$ cat src/rtl/core/rdq_pkg.sv
`default_nettype none
// ----------------------------------------------------------------------------
// rdq_pkg
// Shared constants, codes and types of the reversible deque.
// ----------------------------------------------------------------------------
package rdq_pkg;

	localparam int DEPTH  = 64;                  // entries in the ring buffer
	localparam int AW     = $clog2(DEPTH);       // ring address width
	localparam int CW     = $clog2(DEPTH + 1);   // fill count width
	localparam int WORD_W = 32;

	typedef enum logic [2:0] {
		MODE_PUSH_BACK  = 3'd0,
		MODE_PUSH_FRONT = 3'd1,
		MODE_POP_FRONT  = 3'd2,
		MODE_POP_BACK   = 3'd3,
		MODE_LIST       = 3'd4,
		MODE_REVERSE    = 3'd5
	} mode_t;

	typedef enum logic [1:0] {
		ST_DATA  = 2'd0,
		ST_EMPTY = 2'd1,
		ST_FULL  = 2'd2
	} status_t;

	typedef enum logic [1:0] {
		S_IDLE = 2'b01,
		S_READ = 2'b10
	} state_t;

	// One result handed from the controller to the output register.
	typedef struct packed {
		logic                     load;
		logic signed [WORD_W-1:0] value;
		status_t                  status;
		logic                     last;
	} res_t;

endpackage
`default_nettype wire

$ cat src/rtl/core/rdq_ram.sv
`default_nettype none
// ----------------------------------------------------------------------------
// rdq_ram
// Generic single-clock RAM, one write port and one read port, registered read.
// ----------------------------------------------------------------------------
module rdq_ram #(
	parameter int WIDTH = 32,
	parameter int DEPTH = 64
) (
	input  logic                     clk,
	input  logic                     we,
	input  logic [$clog2(DEPTH)-1:0] waddr,
	input  logic [WIDTH-1:0]         wdata,
	input  logic                     re,
	input  logic [$clog2(DEPTH)-1:0] raddr,
	output logic [WIDTH-1:0]         rdata
);

	logic [WIDTH-1:0] mem [DEPTH];

	always_ff @(posedge clk) begin
		if (we) begin
			mem[waddr] <= wdata;
		end
		if (re) begin
			rdata <= mem[raddr];
		end
	end

endmodule
`default_nettype wire

$ cat src/rtl/core/rdq_ctrl.sv
`default_nettype none
// ----------------------------------------------------------------------------
// rdq_ctrl
// Command decode, ring pointers and the read sequencer that walks the ring
// for pops and lists. Drives the entry RAM and forms each result.
// ----------------------------------------------------------------------------
module rdq_ctrl import rdq_pkg::*; (
	input  logic                     clk,
	input  logic                     arst_n,
	input  logic                     cmd_valid,
	output logic                     cmd_ready,
	input  logic [2:0]               cmd_mode,
	input  logic signed [WORD_W-1:0] cmd_value,
	input  logic                     out_free,
	output res_t                     res,
	output logic                     mem_we,
	output logic [AW-1:0]            mem_waddr,
	output logic [WORD_W-1:0]        mem_wdata,
	output logic                     mem_re,
	output logic [AW-1:0]            mem_raddr,
	input  logic [WORD_W-1:0]        mem_rdata
);

	localparam int SW = AW + 1;

	function automatic logic [AW-1:0] wrap_inc(input logic [AW-1:0] p);
		return (p == AW'(DEPTH - 1)) ? '0 : p + AW'(1);
	endfunction

	function automatic logic [AW-1:0] wrap_dec(input logic [AW-1:0] p);
		return (p == '0) ? AW'(DEPTH - 1) : p - AW'(1);
	endfunction

	state_t          state_q;
	logic [AW-1:0]   head_q, head_d;
	logic [CW-1:0]   count_q, count_d;
	logic            rev_q, rev_d;
	logic [AW-1:0]   ptr_q;
	logic [CW-1:0]   left_q;
	logic            down_q;
	logic            rd_v_s1;
	logic            rd_last_s1;

	logic            accept, empty, full, issue, consume;
	logic [SW-1:0]   tail_sum, back_sum;
	logic [AW-1:0]   tail_pos, back_pos;
	logic            imm_load;
	status_t         imm_status;
	logic            start_read, start_last, start_down;
	logic [AW-1:0]   start_addr, start_ptr;
	logic [CW-1:0]   start_left;

	assign cmd_ready = (state_q == S_IDLE) && out_free;
	assign accept    = cmd_valid && cmd_ready;
	assign empty     = (count_q == '0);
	assign full      = (count_q == CW'(DEPTH));

	// head + count stays below twice the depth, so one subtract wraps it.
	assign tail_sum = SW'(head_q) + SW'(count_q);
	assign back_sum = tail_sum - SW'(1);
	assign tail_pos = (tail_sum >= SW'(DEPTH)) ? AW'(tail_sum - SW'(DEPTH)) : AW'(tail_sum);
	assign back_pos = (back_sum >= SW'(DEPTH)) ? AW'(back_sum - SW'(DEPTH)) : AW'(back_sum);

	// The read stage holds one RAM word; a new read is issued only when that
	// word is gone or leaves in this cycle, so the RAM output never gets lost.
	assign issue   = (state_q == S_READ) && (left_q != '0) && (!rd_v_s1 || out_free);
	assign consume = rd_v_s1 && out_free;

	always_comb begin
		head_d     = head_q;
		count_d    = count_q;
		rev_d      = rev_q;
		mem_we     = 1'b0;
		mem_waddr  = tail_pos;
		mem_wdata  = cmd_value;
		imm_load   = 1'b0;
		imm_status = ST_EMPTY;
		start_read = 1'b0;
		start_addr = head_q;
		start_ptr  = head_q;
		start_left = '0;
		start_last = 1'b1;
		start_down = 1'b0;
		if (accept) begin
			case (mode_t'(cmd_mode))
				MODE_PUSH_BACK, MODE_PUSH_FRONT: begin
					if (full) begin
						imm_load   = 1'b1;
						imm_status = ST_FULL;
					end else begin
						mem_we  = 1'b1;
						count_d = count_q + CW'(1);
						// A front push in one orientation lands at the stored front.
						if ((cmd_mode == MODE_PUSH_FRONT) != rev_q) begin
							head_d    = wrap_dec(head_q);
							mem_waddr = wrap_dec(head_q);
						end
					end
				end
				MODE_POP_FRONT, MODE_POP_BACK: begin
					if (empty) begin
						imm_load = 1'b1;
					end else begin
						start_read = 1'b1;
						count_d    = count_q - CW'(1);
						if ((cmd_mode == MODE_POP_FRONT) != rev_q) begin
							start_addr = head_q;
							head_d     = wrap_inc(head_q);
						end else begin
							start_addr = back_pos;
						end
						if (count_q == CW'(1)) begin
							head_d = '0;
						end
					end
				end
				MODE_LIST: begin
					if (empty) begin
						imm_load = 1'b1;
					end else begin
						start_read = 1'b1;
						start_left = count_q - CW'(1);
						start_last = (count_q == CW'(1));
						start_down = rev_q;
						start_addr = rev_q ? back_pos : head_q;
						start_ptr  = rev_q ? wrap_dec(back_pos) : wrap_inc(head_q);
					end
				end
				MODE_REVERSE: begin
					rev_d = !rev_q;
				end
				default: begin
				end
			endcase
		end
	end

	assign mem_re    = start_read || issue;
	assign mem_raddr = start_read ? start_addr : ptr_q;

	assign res.load   = imm_load || consume;
	assign res.value  = consume ? mem_rdata : '0;
	assign res.status = consume ? ST_DATA : imm_status;
	assign res.last   = consume ? rd_last_s1 : 1'b1;

	always_ff @(posedge clk or negedge arst_n) begin
		if (!arst_n) begin
			state_q    <= S_IDLE;
			head_q     <= '0;
			count_q    <= '0;
			rev_q      <= 1'b0;
			ptr_q      <= '0;
			left_q     <= '0;
			down_q     <= 1'b0;
			rd_v_s1    <= 1'b0;
			rd_last_s1 <= 1'b0;
		end else begin
			head_q  <= head_d;
			count_q <= count_d;
			rev_q   <= rev_d;
			if (start_read) begin
				state_q    <= S_READ;
				ptr_q      <= start_ptr;
				left_q     <= start_left;
				down_q     <= start_down;
				rd_v_s1    <= 1'b1;
				rd_last_s1 <= start_last;
			end else if (issue) begin
				ptr_q      <= down_q ? wrap_dec(ptr_q) : wrap_inc(ptr_q);
				left_q     <= left_q - CW'(1);
				rd_v_s1    <= 1'b1;
				rd_last_s1 <= (left_q == CW'(1));
			end else if (consume) begin
				rd_v_s1 <= 1'b0;
				if (left_q == '0) begin
					state_q <= S_IDLE;
				end
			end
		end
	end

endmodule
`default_nettype wire

$ cat src/rtl/core/reversible_deque.sv
`default_nettype none
// ----------------------------------------------------------------------------
// reversible_deque
// Double-ended queue of signed 32-bit words in a ring buffer, with a
// reversible orientation.
// ----------------------------------------------------------------------------
// Requests enter on the s_axis channel: tuser carries the command, tdata the
// word to push. Results leave on m_axis: tdata the word, tuser the status
// (data, empty, or push dropped because full), tlast marks the final result
// of a request.
// Push, reverse and ignored codes give no result; a push into a full deque
// gives one status result, loaded at acceptance. A pop or list on an empty
// deque gives one status result at acceptance. A pop reads the entry RAM in
// the cycle it is accepted; its word waits in the RAM read register for a
// free output register. A list of N entries gives N results, one per cycle
// unless the receiver stalls, paced by the single RAM read port; the next
// request is taken in the cycle after the last word leaves the read stage.
// An output register separates the two sides; when the receiver stalls, the
// read sequencer holds its word and new requests wait for a free slot.
// After reset the deque is empty with normal orientation; the RAM content
// is not cleared, as only live entries are ever read.
// ----------------------------------------------------------------------------
module reversible_deque import rdq_pkg::*; (
	input  logic                     clk,
	input  logic                     arst_n,
	input  logic                     s_axis_tvalid,
	output logic                     s_axis_tready,
	input  logic signed [WORD_W-1:0] s_axis_tdata,  // [31:0] value
	input  logic [2:0]               s_axis_tuser,  // [2:0] mode
	output logic                     m_axis_tvalid,
	input  logic                     m_axis_tready,
	output logic signed [WORD_W-1:0] m_axis_tdata,  // [31:0] value_res
	output logic [1:0]               m_axis_tuser,  // [1:0] status
	output logic                     m_axis_tlast
);

	res_t                     res;
	logic                     out_free;
	logic                     mem_we, mem_re;
	logic [AW-1:0]            mem_waddr, mem_raddr;
	logic [WORD_W-1:0]        mem_wdata, mem_rdata;
	logic                     out_v_q;
	logic signed [WORD_W-1:0] out_value_q;
	status_t                  out_status_q;
	logic                     out_last_q;

	assign out_free = !out_v_q || m_axis_tready;

	rdq_ctrl u_ctrl (
		.clk       (clk),
		.arst_n    (arst_n),
		.cmd_valid (s_axis_tvalid),
		.cmd_ready (s_axis_tready),
		.cmd_mode  (s_axis_tuser),
		.cmd_value (s_axis_tdata),
		.out_free  (out_free),
		.res       (res),
		.mem_we    (mem_we),
		.mem_waddr (mem_waddr),
		.mem_wdata (mem_wdata),
		.mem_re    (mem_re),
		.mem_raddr (mem_raddr),
		.mem_rdata (mem_rdata)
	);

	rdq_ram #(
		.WIDTH (WORD_W),
		.DEPTH (DEPTH)
	) u_ram (
		.clk   (clk),
		.we    (mem_we),
		.waddr (mem_waddr),
		.wdata (mem_wdata),
		.re    (mem_re),
		.raddr (mem_raddr),
		.rdata (mem_rdata)
	);

	always_ff @(posedge clk or negedge arst_n) begin
		if (!arst_n) begin
			out_v_q <= 1'b0;
		end else if (res.load) begin
			out_v_q <= 1'b1;
		end else if (m_axis_tready) begin
			out_v_q <= 1'b0;
		end
	end

	always_ff @(posedge clk) begin
		if (res.load) begin
			out_value_q  <= res.value;
			out_status_q <= res.status;
			out_last_q   <= res.last;
		end
	end

	assign m_axis_tvalid = out_v_q;
	assign m_axis_tdata  = out_value_q;
	assign m_axis_tuser  = out_status_q;
	assign m_axis_tlast  = out_last_q;

endmodule
`default_nettype wire
$ cat config.mk
export PLATFORM = sky130hd
export DESIGN_NAME = reversible_deque
export DESIGN_NICKNAME = d
export VERILOG_FILES = /design/src/rtl/core/rdq_pkg.sv /design/src/rtl/core/rdq_ram.sv /design/src/rtl/core/rdq_ctrl.sv /design/src/rtl/core/reversible_deque.sv
export SDC_FILE = /design/constraint.sdc
export NUM_CORES = 2
export LEC_CHECK = 0
export BUFFER_PORTS_ARGS = -buffer_cell sky130_fd_sc_hd__buf_2
export CORE_ASPECT_RATIO = 0.9
export CORE_MARGIN = 2
export CORE_UTILIZATION = 51
export CTS_CLUSTER_DIAMETER = 60
export CTS_CLUSTER_SIZE = 20
export DETAILED_ROUTE_END_ITERATION = 6
export PLACE_DENSITY_LB_ADDON = 0.2
export SETUP_SLACK_MARGIN = 0.1
export SLEW_MARGIN = 10
export SYNTH_ARGS = -nofsm -noshare
export SYNTH_HDL_FRONTEND = slang
export SYNTH_HIERARCHICAL = 1
export SYNTH_SLANG_ARGS = --single-unit
$ cat constraint.sdc
create_clock -name clk -period 6.7 [get_ports clk]
set_clock_uncertainty 0.1 [all_clocks]
set_input_delay 2.01 -clock clk [delete_from_list [all_inputs] [get_ports clk]]
set_output_delay 2.01 -clock clk [all_outputs]
set_load 0.02 [all_outputs]
==> out/qor.yml <==
cts_setup_buffers: 0
grt.overflow.total: 0
reg2reg_from: "u_ctrl/head_q[0]"
maxSlewViolCount: 0
whs_ns: 0.379
max-cap-violations: 0
setup_viol: 0
clkTransAtPathRegs_ns: 0.08
min_path_type: "reg -> reg"
worstHoldStart: "u_ctrl/rd_last_s1"
vias: 41400
worst_ep_required_time_ns: 7.12
ys_ff_latch: 2148
rsz0062_at_grt: "false"
grt_max_degree: 65
path_class: "in -> reg"
fp.dieW_um: 431
layout-drive-gt1-share: 0.278
avgSynthCellArea_um2: 21.6
crit_path_start: "m_axis_tready"
first_iter_violations: 5587
antenna_found_initial: 12
yosys_warnings: 6
async_flop_share: 0.0154
synth-edff-count: 2115
wl_per_cell_um: 34.0
holdPathStages: 1
coreArea_um2: 164000
cts_buffers: 143
peakVddDrop_uv: 268
ys_dominant_reg_cell: "edfxtp_1"
tightest_slew_ns: 1.22
dieArea_um2: 168000
cp_max_fo: 46
p_total_mw: 23.9
cts.sinks: 2148
p_leak_nw: 28.0
synth_sequential_area_ratio: 0.767
failed_checks: "design-rule violations"
cts.path.max_buffers: 3
wl_um: 215000
dpl.hpwl_um: 126000
worstPathArrival_ns: 6.39
cts.hold.buffers_added: 0
status: "complete, but fails checks"
reg2reg_to: "u_ram/rdata[8]"
r2r_setup_slack_ns: 1.17
grt_pass1_wl_um: 305000
design_area_um2: 93200
dp.cells: 6089
r2r_cells: 16
worstSetupStartpointType: "primary input"
whs_endpoint: "u_ctrl/rd_last_s1"
hold_viol: 0
port_buffers: 75
fmax_ghz: 0.168
ctsResizeCount: 0
syn_area_um2: 83900
fin_cells: 6326
nets: 4152
io_pins: 76
initial_core_util: 0.512
grt_pass1_vias: 40600
syn-num-nets: 3942
final_antenna_net_count: 0
fin_crit_sh: 0.890
syn_inst: 3880
power_density_nw_per_um2: 256
cts_root_buf: "clkbuf_16"
finalSetupTns_ns: 0
min_period_ns: 5.96
clk_latency_ns: 0.81
grt_usage: 0.259
synth.distinct_cells: 78
firstDrtPassIters: 7
relSlewSlack: 0.189
die_h_um: 389
h-tree-depth: 4
drc: 1
cp-end-kind: "register"
syn_to_final_growth_pct: 11.1
place_congestion: 0.815
fill_cells: 11900
avgViaCountPerCell: 6.54
placed_cell_area_um2: 88700
rows: 141
cts_tree: "yes"
where the power goes:
| group | switching (mW) | internal [mW] | leakage [nW] |
|---|---|---|---|
| logic | 0.206 | 0.0181 | 6.52 |
| clock network | 4.53 | 4.40 | 2.16 |
| registers | 0.000000295 | 14.7 | 19.4 |
| total | 4.74 | 19.1 | 28.0 |
final cells by class:
cell class	instances	area [um^2]	area share
Sequential cell	2148	64300	0.690
Multi-Input combinational cell	1463	18700	0.201
Clock buffer	160	3730	0.0400
Timing Repair Buffer	317	2900	0.0311
Tap cell	2145	2680	0.0288
Clock inverter	65	737	0.00791
Inverter	17	63.8	0.000685
Antenna cell	11	27.5	0.000295
Yosys cell counts, drive strengths merged (5+ instances only):
cell | number | area share
clkbuf | 102 | 0.0046
edfxtp | 2115 | 0.76
or3 | 7 | 0.00052
o211ai | 6 | 0.00054
inv | 17 | 0.00076
and3 | 41 | 0.0031
xnor2 | 15 | 0.0018
nor2b | 22 | 0.0016
or2 | 5 | 0.00037
o22a | 5 | 0.00052
nor3 | 16 | 0.00095
o22ai | 88 | 0.0066
dfrtp | 32 | 0.0095
xor2 | 14 | 0.0015
a311oi | 10 | 0.0010
a41o | 6 | 0.00072
a21oi | 108 | 0.0064
o221ai | 29 | 0.0030
nand2 | 66 | 0.0030
o21ai | 27 | 0.0016
ha | 22 | 0.0033
nand4 | 5 | 0.00037
nand2b | 17 | 0.0014
nand3b | 7 | 0.00063
nor2 | 189 | 0.0085
o21a | 6 | 0.00054
nor4 | 6 | 0.00070
or3b | 5 | 0.00052
a22oi | 18 | 0.0016
mux4 | 544 | 0.15
nand3 | 27 | 0.0018
mux2i | 98 | 0.012
a31oi | 8 | 0.00067
buf | 150 | 0.011
sequential cells by signal, summed over array words and instances (netlist names):
signal / cells
u_ctrl/left_q: 7
u_ctrl/rd_v_s1: 1
u_ctrl/head_q: 6
u_ctrl/down_q: 1
u_ctrl/rd_last_s1: 1
u_ctrl/ptr_q: 6
m_axis_tlast: 1
m_axis_tdata: 32
u_ram/mem: 2048
u_ctrl/rev_q: 1
m_axis_tuser: 2
u_ctrl/count_q: 7
m_axis_tvalid: 1
u_ram/rdata: 32
u_ctrl/state_q: 2
worst max-delay path, cell delays in order:
cell	delay [ns]
buf_2	0.08
nand2b_4	0.11
nand4b_1	0.33
a31oi_2	0.38
nor2b_2	0.23
buf_4	0.41
nor2_1	0.13
a21oi_4	0.23
buf_12	0.24
buf_12	0.30
buf_4	0.29
mux4_2	0.33
mux4_2	0.50
o22ai_1	0.68
nor2_1	0.11
stage by stage:
| step | setup WS, ns | util |
|---|---|---|
| after global routing | 0.507 | 0.569 |
| after global placement | -0.124 | 0.542 |
| after detailed placement | -0.143 | 0.542 |
| final | 0.735 | 0.569 |
| after floorplan | 0.173 | - |
| after CTS | 0.719 | 0.569 |
cell usage in the layout (no fill, tap or decap), drive strengths merged, types with 32 or more instances in the layout:
cell type     n
dfrtp        32
nor2        189
edfxtp     2115
clkbuf      160
inv          42
mux4        544
nand2        66
a21oi       108
and3         41
o22ai        88
buf         317
mux2i        98
kinds of logic after synthesis:
group,after synthesis,synth area share
DFF,2148,0.767
xor gates and xnor gates,30,0.00352
adders and majority gates,23,0.00352
AOI/OAI and AO/OA,341,0.0267
muxes,643,0.158
and+or+nand+nor,426,0.0247
buffers and inverters,269,0.0164
layer usage:
metal / track usage / vias up / routed length (um)
met5: 0 / - / 31
met4: 0.0636 / 4 / 4960
met1: 0.390 / 22400 / 88100
met2: 0.399 / 2063 / 101000
li1: - / 16600 / -
met3: 0.0455 / 290 / 20500
worst max-delay path by stage:
stage                       end  depth (start not counted)
2_1_floorplan  u_ram/mem[39][0]                         10
3_3_place_gp     u_ram/rdata[0]                         13
3_5_place_dp     u_ram/rdata[0]                         13
4_1_cts          u_ram/rdata[0]                         13
5_1_grt          u_ram/rdata[0]                         13
6_report         u_ram/rdata[0]                         15
No activity file was read; power rests on OpenSTA's default activity.
